`src/assert_macros.svh`:
```
// Assertion helpers shared by the RTL files.
// Define NO_ASSERTIONS to compile them out.
`ifndef ASSERT_MACROS_SVH
`define ASSERT_MACROS_SVH

`ifndef NO_ASSERTIONS

// Check a property at every rising clock edge outside of reset.
`define ASSERT_AT(lbl, clk, rstn, prop, msg) \
  lbl: assert property (@(posedge clk) disable iff (!(rstn)) (prop)) else $error(msg);

// Check that a condition implies a consequence in the next cycle.
`define ASSERT_NEXT(lbl, clk, rstn, cond, cons, msg) \
  lbl: assert property (@(posedge clk) disable iff (!(rstn)) (cond) |=> (cons)) \
    else $error(msg);

`else

`define ASSERT_AT(lbl, clk, rstn, prop, msg)
`define ASSERT_NEXT(lbl, clk, rstn, cond, cons, msg)

`endif

`endif

```
`src/bst_pkg.sv`:
```
package bst_pkg;

  localparam int CMD_W   = 2;
  localparam int VALUE_W = 32;
  localparam int STAT_W  = 2;
  localparam int COUNT_W = 5;

  typedef enum logic [CMD_W-1:0] {
    CMD_INSERT = 2'd0,
    CMD_DELETE = 2'd1,
    CMD_QUERY  = 2'd2
  } cmd_e;

  typedef enum logic [STAT_W-1:0] {
    STATUS_OK      = 2'd0,
    STATUS_DUP     = 2'd1,
    STATUS_FULL    = 2'd2,
    STATUS_MISSING = 2'd3
  } status_e;

endpackage

```
`src/bounded_set_table_core.sv`:
```
// Bounded set table: keeps up to SET_SIZE distinct 32-bit values in
// insertion order.
// Input channel (in_valid_i / in_stall_o) carries one request beat: cmd_i
// selects insert, delete or membership query, item_value_i the value.
// Output channel (out_valid_o / out_stall_i) returns one result beat per
// request: status, whether the value was present, and the element count.
// A request walks the entry memory one entry per cycle through its single
// read port until a hit or the end of the stored entries; an empty set is
// not read at all. A delete then moves each later entry down one place,
// one per cycle. The result register is loaded last, and one request is
// in work at a time.
// The next request beat is taken as soon as the result register is loaded,
// even while that result still waits on out_stall_i. A stalled result holds
// the block in its last step until the register frees.
// Reset clears the element count and the handshake state; the entry memory
// is not cleared, only entries below the count are ever read.
module bounded_set_table_core #(
  parameter int SET_SIZE = 16
) (
  input  logic                         clk_i,
  input  logic                         rst_ni,
  input  logic                         in_valid_i,
  output logic                         in_stall_o,
  input  logic [bst_pkg::CMD_W-1:0]    cmd_i,
  input  logic signed [bst_pkg::VALUE_W-1:0] item_value_i,
  output logic                         out_valid_o,
  input  logic                         out_stall_i,
  output logic [bst_pkg::STAT_W-1:0]   status_o,
  output logic                         was_present_o,
  output logic [bst_pkg::COUNT_W-1:0]  element_count_o
);

  import bst_pkg::*;

`include "assert_macros.svh"

  localparam int AW = (SET_SIZE > 1) ? $clog2(SET_SIZE) : 1;
  localparam int CW = $clog2(SET_SIZE + 1);
  localparam int XW = (CW > COUNT_W) ? CW : COUNT_W;

  localparam logic [1:0] ST_IDLE   = 2'd0;
  localparam logic [1:0] ST_SEARCH = 2'd1;
  localparam logic [1:0] ST_SHIFT  = 2'd2;
  localparam logic [1:0] ST_DONE   = 2'd3;

  logic [1:0]         state_q, state_d;
  logic [CW-1:0]      fill_q, fill_d;
  logic [CW-1:0]      ptr_q, ptr_d;
  logic [CW-1:0]      ridx_q, ridx_d;
  logic               rvld_q, rvld_d;
  logic [CMD_W-1:0]   cmd_q, cmd_d;
  logic [VALUE_W-1:0] value_q, value_d;
  logic [STAT_W-1:0]  stat_q, stat_d;
  logic               present_q, present_d;
  logic               out_valid_q, out_valid_d;
  logic [STAT_W-1:0]  out_stat_q, out_stat_d;
  logic               out_present_q, out_present_d;
  logic [COUNT_W-1:0] out_count_q, out_count_d;

  logic               mem_we;
  logic [AW-1:0]      mem_waddr;
  logic [VALUE_W-1:0] mem_wdata;
  logic               mem_re;
  logic [VALUE_W-1:0] mem_rdata;
  logic               issue;
  logic               hit;
  logic               in_accept;
  logic [CW-1:0]      ridx_dec;
  logic [XW-1:0]      count_ext;

  bst_store #(
    .DEPTH (SET_SIZE),
    .WIDTH (VALUE_W)
  ) u_store (
    .clk_i   (clk_i),
    .we_i    (mem_we),
    .waddr_i (mem_waddr),
    .wdata_i (mem_wdata),
    .re_i    (mem_re),
    .raddr_i (ptr_q[AW-1:0]),
    .rdata_o (mem_rdata)
  );

  assign in_accept = in_valid_i && (state_q == ST_IDLE);
  assign issue     = (ptr_q < fill_q);
  assign hit       = rvld_q && (mem_rdata == value_q);
  assign ridx_dec  = ridx_q - CW'(1);
  assign count_ext = XW'(fill_q);

  // sequence one request: walk, modify, write back, report
  always_comb begin
    state_d       = state_q;
    fill_d        = fill_q;
    ptr_d         = ptr_q;
    ridx_d        = ridx_q;
    rvld_d        = 1'b0;
    cmd_d         = cmd_q;
    value_d       = value_q;
    stat_d        = stat_q;
    present_d     = present_q;
    out_valid_d   = out_valid_q && out_stall_i;
    out_stat_d    = out_stat_q;
    out_present_d = out_present_q;
    out_count_d   = out_count_q;
    mem_we        = 1'b0;
    mem_waddr     = fill_q[AW-1:0];
    mem_wdata     = value_q;
    mem_re        = 1'b0;

    unique case (state_q)
      ST_IDLE: begin
        if (in_accept) begin
          cmd_d     = cmd_i;
          value_d   = $unsigned(item_value_i);
          ptr_d     = '0;
          stat_d    = STATUS_OK;
          present_d = 1'b0;
          state_d   = ST_SEARCH;
        end
      end

      ST_SEARCH: begin
        if (hit) begin
          present_d = 1'b1;
          state_d   = ST_DONE;
          case (cmd_q)
            CMD_INSERT: stat_d = STATUS_DUP;
            CMD_DELETE: begin
              // close the gap unless the hit is the last entry
              if ((ridx_q + CW'(1)) < fill_q) begin
                ptr_d   = ridx_q + CW'(1);
                state_d = ST_SHIFT;
              end else begin
                fill_d = fill_q - CW'(1);
              end
            end
            default: ;
          endcase
        end else if (!issue && !rvld_q) begin
          // value absent after the whole walk
          state_d = ST_DONE;
          case (cmd_q)
            CMD_INSERT: begin
              if (fill_q < CW'(SET_SIZE)) begin
                mem_we = 1'b1;
                fill_d = fill_q + CW'(1);
              end else begin
                stat_d = STATUS_FULL;
              end
            end
            CMD_DELETE: stat_d = STATUS_MISSING;
            default: ;
          endcase
        end else begin
          // advance the read pointer
          mem_re = issue;
          rvld_d = issue;
          ridx_d = ptr_q;
          if (issue) begin
            ptr_d = ptr_q + CW'(1);
          end
        end
      end

      ST_SHIFT: begin
        // move the entry read last cycle down one place
        if (rvld_q) begin
          mem_we    = 1'b1;
          mem_waddr = ridx_dec[AW-1:0];
          mem_wdata = mem_rdata;
        end
        if (issue) begin
          mem_re = 1'b1;
          rvld_d = 1'b1;
          ridx_d = ptr_q;
          ptr_d  = ptr_q + CW'(1);
        end else if (!rvld_q) begin
          fill_d  = fill_q - CW'(1);
          state_d = ST_DONE;
        end
      end

      ST_DONE: begin
        // load the result once the output register is free
        if (!out_valid_q || !out_stall_i) begin
          out_valid_d   = 1'b1;
          out_stat_d    = stat_q;
          out_present_d = present_q;
          out_count_d   = count_ext[COUNT_W-1:0];
          state_d       = ST_IDLE;
        end
      end

      default: state_d = ST_IDLE;
    endcase
  end

  // control state
  always_ff @(posedge clk_i or negedge rst_ni) begin
    if (!rst_ni) begin
      state_q     <= ST_IDLE;
      fill_q      <= '0;
      rvld_q      <= 1'b0;
      out_valid_q <= 1'b0;
    end else begin
      state_q     <= state_d;
      fill_q      <= fill_d;
      rvld_q      <= rvld_d;
      out_valid_q <= out_valid_d;
    end
  end

  // working and result payload
  always_ff @(posedge clk_i) begin
    ptr_q         <= ptr_d;
    ridx_q        <= ridx_d;
    cmd_q         <= cmd_d;
    value_q       <= value_d;
    stat_q        <= stat_d;
    present_q     <= present_d;
    out_stat_q    <= out_stat_d;
    out_present_q <= out_present_d;
    out_count_q   <= out_count_d;
  end

  assign in_stall_o      = (state_q != ST_IDLE);
  assign out_valid_o     = out_valid_q;
  assign status_o        = out_stat_q;
  assign was_present_o   = out_present_q;
  assign element_count_o = out_count_q;

  `ASSERT_AT(a_fill_bound, clk_i, rst_ni, fill_q <= CW'(SET_SIZE), "fill count above set size")
  `ASSERT_AT(a_fill_step, clk_i, rst_ni, (fill_q != $past(fill_q)) |-> ((fill_q == ($past(fill_q) + CW'(1))) || ((fill_q + CW'(1)) == $past(fill_q))), "fill count jumped")
  `ASSERT_AT(a_write_busy, clk_i, rst_ni, mem_we |-> ((state_q == ST_SEARCH) || (state_q == ST_SHIFT)), "memory write while idle")
  `ASSERT_NEXT(a_accept_busy, clk_i, rst_ni, in_accept, state_q == ST_SEARCH, "accepted beat did not start a walk")
  `ASSERT_AT(a_shift_delete, clk_i, rst_ni, (state_q == ST_SHIFT) |-> (present_q && (cmd_q == CMD_DELETE)), "compaction without a delete hit")

endmodule

```
`src/bst_store.sv`:
```
module bst_store #(
  parameter int DEPTH = 16,
  parameter int WIDTH = 32
) (
  input  logic                                    clk_i,
  input  logic                                    we_i,
  input  logic [((DEPTH > 1) ? $clog2(DEPTH) : 1)-1:0] waddr_i,
  input  logic [WIDTH-1:0]                        wdata_i,
  input  logic                                    re_i,
  input  logic [((DEPTH > 1) ? $clog2(DEPTH) : 1)-1:0] raddr_i,
  output logic [WIDTH-1:0]                        rdata_o
);

  logic [WIDTH-1:0] mem [DEPTH];
  logic [WIDTH-1:0] rdata_q;

  // write one entry per cycle
  always_ff @(posedge clk_i) begin
    if (we_i) begin
      mem[waddr_i] <= wdata_i;
    end
  end

  // register the read data
  always_ff @(posedge clk_i) begin
    if (re_i) begin
      rdata_q <= mem[raddr_i];
    end
  end

  assign rdata_o = rdata_q;

endmodule

```
`config.mk`:
```
export PLATFORM = sky130hd
export DESIGN_NAME = bounded_set_table_core
export DESIGN_NICKNAME = d
export VERILOG_FILES = /design/src/bst_pkg.sv /design/src/bounded_set_table_core.sv /design/src/bst_store.sv
export VERILOG_INCLUDE_DIRS = /design/src /design/src/src
export SDC_FILE = /design/constraint.sdc
export NUM_CORES = 1
export LEC_CHECK = 0
export ABC_AREA = 1
export BUFFER_PORTS_ARGS = -buffer_cell sky130_fd_sc_hd__buf_2
export CORE_MARGIN = 4
export CORE_UTILIZATION = 39
export DETAILED_ROUTE_END_ITERATION = 6
export GPL_TIMING_DRIVEN = 0
export REMOVE_ABC_BUFFERS = 1
export SLEW_MARGIN = 20
export SYNTH_ARGS = -nofsm -noshare
export SYNTH_HDL_FRONTEND = slang
export SYNTH_SLANG_ARGS = --single-unit
```
`constraint.sdc`:
```
create_clock -name clk_i -period 8.6 [get_ports clk_i]
set_clock_uncertainty 0.05 [all_clocks]
set_input_delay 1.72 -clock clk_i [delete_from_list [all_inputs] [get_ports clk_i]]
set_output_delay 1.72 -clock clk_i [all_outputs]
set_load 0.05 [all_outputs]
```
==> results of run 1 <==
through the flow:
step	instance area, um2	instances	TNS (ps)	util	hold WS [ps]
5_1_grt	30600	3021	0	0.471	372
6_report	30600	3021	0	0.471	369
2_1_floorplan	25300	1922	-1013740	-	350
3_3_place_gp	26600	2824	-4075660	0.409	353
4_1_cts	30600	3021	0	0.471	370
3_5_place_dp	28500	2904	0	0.439	357
sequential cells by signal (all words and copies together), names as in the netlist, 2 cells and up:
register and count:
u_store.mem 512, u_store.rdata_o 32, value_q 32, count_ext 5, element_count_o 5, ptr_q 5, ridx_q 5, cmd_q 2
stat_q 2, state_q 2, status_o 2
kinds of logic (layout without fill, tap and decap cells):
group | after synthesis | after routing | synth area share
buffers and inverters | 337 | 478 | 0.0531
multiplexers | 128 | 128 | 0.0497
adder cells (fa/ha/maj) | 18 | 18 | 0.00874
XOR/XNOR | 14 | 14 | 0.00476
flip-flops | 608 | 608 | 0.707
AND/OR/NAND/NOR | 445 | 445 | 0.0713
AO/OA/AOI/OAI | 475 | 475 | 0.105
synthesized netlist by cell type, types with 10 or more instances:
cell	count	share of area
inv_1	230	0.034
buf_4	17	0.0050
nand3_1	55	0.011
ha_1	18	0.0087
xor2_1	10	0.0034
a21oi_1	136	0.026
o21ai_0	189	0.037
nand2_1	279	0.041
mux2i_1	128	0.050
o21ai_1	15	0.0029
edfxtp_1	599	0.70
clkbuf_1	63	0.0092
buf_2	18	0.0035
o211ai_1	129	0.038
nand4_1	10	0.0024
nor2_1	80	0.012
worst paths after layout:
kind,from,to,cells past startpoint,slack (ps)
min,present_q,was_present_o,0,370
max reg2reg,ptr_q[3],u_store.mem[1][9],15,4420
min reg2reg,present_q,was_present_o,0,370
max,ptr_q[3],u_store.mem[1][9],15,4420
min in group asynchronous,rst_ni,state_q[1],1,930
max in group asynchronous,rst_ni,count_ext[3],1,7360
power by group:
part	total [mW]	internal (mW)	switching [mW]	leakage [nW]
combinational	3.37	1.21	2.15	4.73
sequential	3.85	3.70	0.154	5.53
clock	2.75	1.62	1.13	1.02
total	9.97	6.53	3.44	11.3
final cells by class:
| cell class | instances | area share |
|---|---|---|
| sequential | 608 | 0.595 |
| multi-input combinational | 1080 | 0.206 |
| inverter | 234 | 0.0291 |
| tap | 855 | 0.0350 |
| clock buffer | 86 | 0.0581 |
| timing repair buffer | 127 | 0.0657 |
| clock inverter | 31 | 0.0105 |
cell usage in the layout, fill, tap and decap left out, types with 55 or more instances in the layout:
cell       count
edfxtp_1     599
nor2_1        63
inv_1        227
o21ai_0      157
o211ai_1     129
a21oi_1      136
nand2_1      278
mux2i_1      128
clkbuf_16     68
nand3_1       55
critical path: cells and delay by family, from the launching register on:
kind / cells / cell delay (ps)
DFF: 1 / 660
buffers and inverters: 5 / 930
and+or+nand+nor: 7 / 1550
AOI/OAI and AO/OA: 2 / 370
adders and majority gates: 1 / 270
metal layers:
| layer | track usage | wire (um) | vias to the layer above |
|---|---|---|---|
| li1 | - | - | 7469 |
| met1 | 0.256 | 29100 | 7940 |
| met2 | 0.290 | 29900 | 556 |
| met3 | 0.0349 | 4490 | 106 |
| met4 | 0.0467 | 1360 | 0 |
| met5 | 0 | 0 | - |
==> results_dict.tcl, run 1 <==
set metrics [dict create \
    outcome "completed" \
    final_antenna_net_count 0 \
    diodes 0 \
    cts_sinks 608 \
    path_cells "buf_16, ha_1, nand2_1, nor2_1, o21ai_1, nand3_2, inv_2, nor2_4, nand3_1, a21oi_2, nand3_1, nor2_4, buf_16, buf_16, buf_16" \
    arrival_ps 4430 \
    worst_pin_slew_ps 1020 \
    synth.distinct_cells 34 \
    slowest_stage "edfxtp_1" \
    hold_buffers 0 \
    grt_pass1_wl_um 96100 \
    synth_seq_area_share 0.707 \
    multiInputGateArea_um2 6320 \
    clkTransAtPathRegs_ps 60 \
    max-slew-margin-rel 0.315 \
    crit_path_start_kind "flip-flop" \
    cap_viol_max_count 0 \
    drive_gt1_frac 0.119 \
    wire_per_inst_um 21.4 \
    synthCells 2025 \
    finalHoldViolations 0 \
    yosys_warnings 0 \
    synth-edff-count 599 \
    fmax_ghz 0.239 \
    clock_latency_ps 600 \
    seq_area_um2 18200 \
    clock_path_buffers 3 \
    finalPower_mw 9.97 \
    critical_path_peak_fanout 11 \
    drtPass1Iterations 7 \
    worstPathRequired_ps 8850 \
    start_util 0.397 \
    coreArea_um2 64900 \
    first_iter_violations 1497 \
    peakVddDrop_v 0.000161 \
    syn_area_um2 25800 \
    post-route-period-util 0.486 \
    numCtsBuffers 66 \
    cp_common_cell "buf_16" \
    drc 0 \
    place_congestion 0.890 \
    power.leakage_nw 11.3 \
    drt-total-wl_um 64800 \
    chipWidth_um 265 \
    track_usage 0.181 \
    worst_slack_ps 4420 \
    cts_setup_buffers 0 \
    grt_pass1_vias 15500 \
    critPathKind "flip-flop to flip-flop" \
    synthFlopType "edfxtp_1" \
    die_area_um2 70200 \
    dp_hpwl_um 41800 \
    drv_slew 0 \
    rsz0062_at_grt "no" \
    antenna_found_initial 1 \
    setup_viol 0 \
    ios 48 \
    portBuffers 47 \
    cp_slowest_stage_delay_ps 660 \
    rows 93 \
    synth_seq_cells 608 \
    fin_crit_ps 4180 \
    post_cts_resized 0 \
    power_density_nw_per_um2 326 \
    synthArstFlopShare 0.0148 \
    fill_cells 5592 \
    die_h_um 265 \
    cts-root-buf "clkbuf_16" \
    avgSynthCellArea_um2 12.7 \
    cts_htree_levels 3 \
    cts_tree "done" \
    overflow 0 \
    avgViaCountPerCell 5.32 \
    vias 16100 \
    nets 2173 \
    setup.worst_path.end_class "flip-flop" \
    grt_max_degree 68 \
    syn_to_final_growth_pct 18.8 \
    hp-class "flip-flop to flip-flop" \
    place_worst_setup_slack_ps 4470 \
]
Power figures use the tool's default switching activity.
==> inputs of run 2 (changes only) <==
--- a/config.mk
+++ b/config.mk
@@ -6,7 +6,7 @@
 export SDC_FILE = /design/constraint.sdc
 export NUM_CORES = 1
 export LEC_CHECK = 0
-export ABC_AREA = 1
+export ABC_AREA = 0
 export BUFFER_PORTS_ARGS = -buffer_cell sky130_fd_sc_hd__buf_2
 export CORE_MARGIN = 4
 export CORE_UTILIZATION = 39
==> constraint.sdc (replaced) <==
create_clock -name clk_i -period 4.1 [get_ports clk_i]
set_clock_uncertainty 0.05 [all_clocks]
set_input_delay 0.82 -clock clk_i [delete_from_list [all_inputs] [get_ports clk_i]]
set_output_delay 0.82 -clock clk_i [all_outputs]
set_load 0.05 [all_outputs]
==> results_dict.tcl, run 2 <==
set metrics [dict create \
    outcome "completed" \
    drc 0 \
    die_h_um 256 \
    fin_crit_ps 3860 \
    hp-class "input port to async pin" \
    first_iter_violations 1169 \
    ios 48 \
    antenna_found_initial 0 \
    wire_per_inst_um 26.4 \
    hold_buffers 0 \
    syn_to_final_growth_pct 20.3 \
    synthFlopType "edfxtp_1" \
    critical_path_peak_fanout 14 \
    power.leakage_nw 9.16 \
    coreArea_um2 60600 \
    rows 90 \
    avgViaCountPerCell 5.58 \
    cts_sinks 608 \
    worst_slack_ps 235 \
    diodes 0 \
    grt_max_degree 35 \
    drt-total-wl_um 54300 \
    grt_pass1_wl_um 79400 \
    vias 11500 \
    track_usage 0.165 \
    synthTopCellsByArea "edfxtp_1 75%, mux4_2 15%, xnor2_1 1.5%" \
    place_worst_setup_slack_ps -460 \
    numCtsBuffers 66 \
    dp_hpwl_um 34100 \
    utilization 0.475 \
    start_util 0.395 \
    cts-root-buf "clkbuf_16" \
    post-route-period-util 0.943 \
    regMostFlops "u_store.mem" \
    grt_pass1_vias 11800 \
    clkTransAtPathRegs_ps 60 \
    worstPathRequired_ps 4320 \
    synthCells 1074 \
    worst_pin_slew_ps 1100 \
    drtPass1Iterations 5 \
    largest_register_ffs 512 \
    synthArstFlopShare 0.0148 \
    crit_path_start_kind "flip-flop" \
    synthMostInstantiatedCell "edfxtp_1" \
    cts_htree_levels 3 \
    critPathKind "flip-flop to flip-flop" \
    setup.worst_path.end_class "flip-flop" \
    synth_seq_cells 608 \
    synth.distinct_cells 51 \
    final_cell_mix "599 x edfxtp_1, 160 x mux4_2, 69 x clkbuf_16, 47 x buf_2, 42 x xnor2_1" \
    clock_path_buffers 3 \
    fmax_ghz 0.259 \
    cap_viol_max_count 0 \
    final_common_cell "edfxtp_1" \
    syn_area_um2 23900 \
    power_density_nw_per_um2 681 \
    cts_tree "done" \
    portBuffers 47 \
    drive_gt1_frac 0.340 \
    use_met2 0.268 \
    synth_commonest_cells "599 x edfxtp_1, 160 x mux4_2, 42 x xnor2_1" \
    synth_seq_area_share 0.761 \
    overflow 0 \
    final_antenna_net_count 0 \
    grt_util_met3 0.0291 \
    avgSynthCellArea_um2 22.3 \
    die_area_um2 65400 \
    chipWidth_um 256 \
    met1_usage 0.230 \
    top_usage_layer "met2" \
    rsz0062_at_grt "no" \
    setup_tns_ps 0 \
    finalHoldViolations 0 \
    setup_viol 0 \
    peakVddDrop_v 0.000290 \
    place_congestion 0.763 \
    synth_top_area_cell "edfxtp_1" \
    max-slew-margin-rel 0.266 \
    arrival_ps 4090 \
    synth-edff-count 599 \
    yosys_warnings 0 \
    clock_latency_ps 590 \
    nets 1286 \
    drv_slew 0 \
    yosysTopAreaCellShare 0.751 \
]
[run 2: changes by cell type after synthesis, sizes merged, moves of 125 or more]
cell | previous run | this run
nand2 | 285 | 9
inv | 233 | 13
o21ai | 204 | 13
mux4 | 0 | 160
o211ai | 129 | 0
a21oi | 138 | 13
mux2i | 128 | 3
[run 2: cells by family after synthesis]
logic type / count (synthesis) / share of synthesized area
buffers and inverters: 59 / 0.00972
XOR/XNOR: 45 / 0.0165
multiplexers: 195 / 0.167
flip-flops: 608 / 0.761
AO/OA/AOI/OAI: 56 / 0.0156
adder cells (fa/ha/maj): 18 / 0.00941
AND/OR/NAND/NOR: 93 / 0.0215
[run 2: path summary, 6_finish.rpt]
kind / from / end / slack, ps / cells after the start
max in group asynchronous: rst_ni / state_q[0] / 3770 / 1
worst max-delay path: ptr_q[1] / u_store.mem[8][15] / 240 / 9
worst max register to register: ptr_q[1] / u_store.mem[8][15] / 240 / 9
worst min-delay path: rst_ni / count_ext[3] / 40 / 1
worst min register to register: stat_q[0] / status_o[0] / 370 / 0
min in group clk_i: item_value_i[20] / value_q[20] / 360 / 1
[run 2: area by class of cell]
type / count / area, um2
repair buffers: 134 / 1810
fillers: 4869 / 31800
multi-input cells: 407 / 5640
inverters: 13 / 48.8
flip-flops and latches: 608 / 18200
clock inverters: 27 / 307
clock buffers: 90 / 1810
well taps: 782 / 978
[run 2: power breakdown]
part,switching (mW),internal (mW),total (mW),leakage [nW]
registers,0.339,7.74,8.08,5.52
logic,2.98,2.74,5.72,2.62
clock network,2.31,3.52,5.83,1.03
[run 2: metrics by stage]
| stage | std cells | hold WS [ps] | instance area [um2] | total power [mW] |
|---|---|---|---|---|
| after global placement | 1857 | 353 | 25000 | 12.9 |
| after detailed placement | 1933 | 355 | 26600 | 13.9 |
| after floorplan | 1028 | 350 | 23800 | 12.1 |
| after global routing | 2061 | 37.3 | 28800 | 20.5 |
| final | 2061 | 39.7 | 28800 | 19.6 |
| after CTS | 2058 | 23.1 | 28800 | 19.8 |
[run 2: layer usage]
layer	part of all wire	up-vias	wire, um
li1	-	4848	-
met2	0.49	390	26600
met3	0.060	93	3240
met1	0.43	6176	23200
met4	0.024	0	1320
met5	0	-	0
[run 2: critical path, stage by stage (launching register included)]
cell and delay [ps]:
edfxtp_1 620, buf_8 270, ha_1 290, a21oi_1 80, o21ai_2 370, a41oi_1 360, nor2_1 230, nand3_1 370
nor2_4 650, buf_16 250
[run 2: repair_timing]
item	CTS	global route
setup buffers	8	3
endpoints found under the setup margin	322	87
resized for setup	1	0
pin swaps	5	1
endpoints found under the hold margin	0	0
==> inputs of run 3 (changes only) <==
--- a/config.mk
+++ b/config.mk
@@ -12,6 +12,7 @@
 export CORE_UTILIZATION = 39
 export DETAILED_ROUTE_END_ITERATION = 6
 export GPL_TIMING_DRIVEN = 0
+export PLACE_DENSITY = 0.63
 export REMOVE_ABC_BUFFERS = 1
 export SLEW_MARGIN = 20
 export SYNTH_ARGS = -nofsm -noshare
==> results_dict.tcl, run 3 (synthesis results as in run 2) <==
set metrics [dict create \
    outcome "completed" \
    ff2ff_path_depth 10 \
    drtPass1Iterations 5 \
    setup.worst_path.end_class "flip-flop" \
    r2r_slack_ps 150 \
    fill_cells 4832 \
    rows 90 \
    final_antenna_net_count 0 \
    grt_pass1_vias 12100 \
    post-route-period-util 0.964 \
    vias 11600 \
    dp_hpwl_um 34900 \
    finalPower_mw 19.6 \
    p_seq_frac 0.415 \
    start_util 0.395 \
    portBuffers 47 \
    p_sw_mw 5.71 \
    comb_power_share 0.298 \
    place_inst 1936 \
    first_iter_violations 1237 \
    track_usage 0.167 \
    chipWidth_um 256 \
    clkTransAtPathRegs_ps 60 \
    place_congestion 0.788 \
    slowest_stage "edfxtp_1" \
    power_density_nw_per_um2 676 \
    die_area_um2 65400 \
    worstPathRequired_ps 4370 \
    clock_latency_ps 630 \
    cap_viol_max_count 0 \
    power.leakage_nw 9.22 \
    drc 0 \
    whs_ps 316 \
    worst_pin_slew_ps 1060 \
    wire_per_inst_um 26.4 \
    path_cells "buf_8, ha_1, a21oi_1, o21ai_2, and2_1, a31o_1, nand4_1, nor2_4, buf_16, buf_12" \
    setup_tns_ps 0 \
    max-slew-margin-rel 0.292 \
    numCtsBuffers 60 \
    regMostFlops "u_store.mem" \
    arrival_ps 4230 \
    finalHoldViolations 0 \
    final_common_cell "edfxtp_1" \
    drt-total-wl_um 54600 \
    ios 48 \
    clock_path_buffers 3 \
    largest_register_ffs 512 \
    avgViaCountPerCell 5.59 \
    hp-class "input port to flip-flop" \
    setup_viol 0 \
    cp_slowest_stage_delay_ps 700 \
    grt_max_degree 35 \
    drv_slew 0 \
    die_h_um 256 \
    cts_tree "done" \
    cts_htree_levels 2 \
    antenna_found_initial 0 \
    critical_path_peak_fanout 16 \
    fin_cells 2068 \
    holdPathStages 1 \
    critPathKind "flip-flop to flip-flop" \
    fmax_ghz 0.253 \
    peakVddDrop_v 0.000340 \
    fin_crit_ps 3950 \
    p_clk_frac 0.287 \
    nets 1293 \
    final_cell_mix "599 x edfxtp_1, 160 x mux4_2, 60 x clkbuf_16, 47 x buf_2, 42 x xnor2_1" \
    r2r-start "ptr_q[1]" \
    p_int_mw 13.8 \
    utilization 0.477 \
    overflow 0 \
    cts_sinks 608 \
    switching_share 0.292 \
    coreArea_um2 60600 \
    cts-root-buf "clkbuf_16" \
    reg2reg_to "u_store.mem[1][8]" \
    rsz0062_at_grt "no" \
    endpoint "u_store.mem[1][8]" \
    crit_start "ptr_q[1]" \
    syn_to_final_growth_pct 20.8 \
    diodes 0 \
    crit_path_start_kind "flip-flop" \
    grt_pass1_wl_um 81000 \
    drive_gt1_frac 0.353 \
]
[run 3: how the worst min path moves through the flow]
stage / from / to / slack (ps)
after floorplan: stat_q[0] / status_o[0] / 350
after global placement: stat_q[1] / status_o[1] / 350
after detailed placement: stat_q[1] / status_o[1] / 350
after CTS: item_value_i[9] / value_q[9] / 270
after global routing: item_value_i[14] / value_q[14] / 290
final: item_value_i[9] / value_q[9] / 320
[run 3: layout make-up]
cell class / count / area (um2) / area share
Inverter: 13 / 48.8 / 0.00169
Clock inverter: 43 / 493 / 0.0170
Tap cell: 782 / 978 / 0.0338
Multi-Input combinational cell: 407 / 5640 / 0.195
Clock buffer: 68 / 1530 / 0.0530
Sequential cell: 608 / 18200 / 0.630
Timing Repair Buffer: 147 / 2020 / 0.0697
[run 3: routing by layer]
layer  track usage  part of all wire  vias to the layer above
met5             0                 0                        -
met4        0.0533             0.028                        0
met3        0.0251             0.058                       97
met2         0.267              0.49                      374
met1         0.238              0.43                     6253
li1              -                 -                     4845
[run 3: per-stage QoR]
step,setup slack [ps],instance area [um2]
CTS,79.7,28900
finish,147,28900
floorplan,-4630,23800
global route,42.7,28900
global placement,-10980,25000
detailed placement,-204,26700
[run 3: power by group through the flow]
stage	logic, mW	registers (mW)	clock network, mW
floorplan	3.39	8.73	0
global placement	3.98	8.86	0
detailed placement	5.84	8.24	0
CTS	5.88	8.12	5.73
global route	6.26	8.17	6.01
finish	5.83	8.11	5.61
[run 3: timing repair]
item / CTS / global route
setup buffers: 16 / 4
gates cloned: 0 / 0
pin swaps: 5 / 1
setup endpoints to repair: 284 / 66
hold buffers: 1 / 0
endpoints found under the hold margin: 9 / 0
gates resized for setup: 1 / 0
[run 3: critical path: cells and delay by family (launching register included)]
family          cells  cell delay, ps
compound gates      3             700
buf+inv             3             710
simple gates        3            1190
flops               1             700
fa+ha+maj           1             290
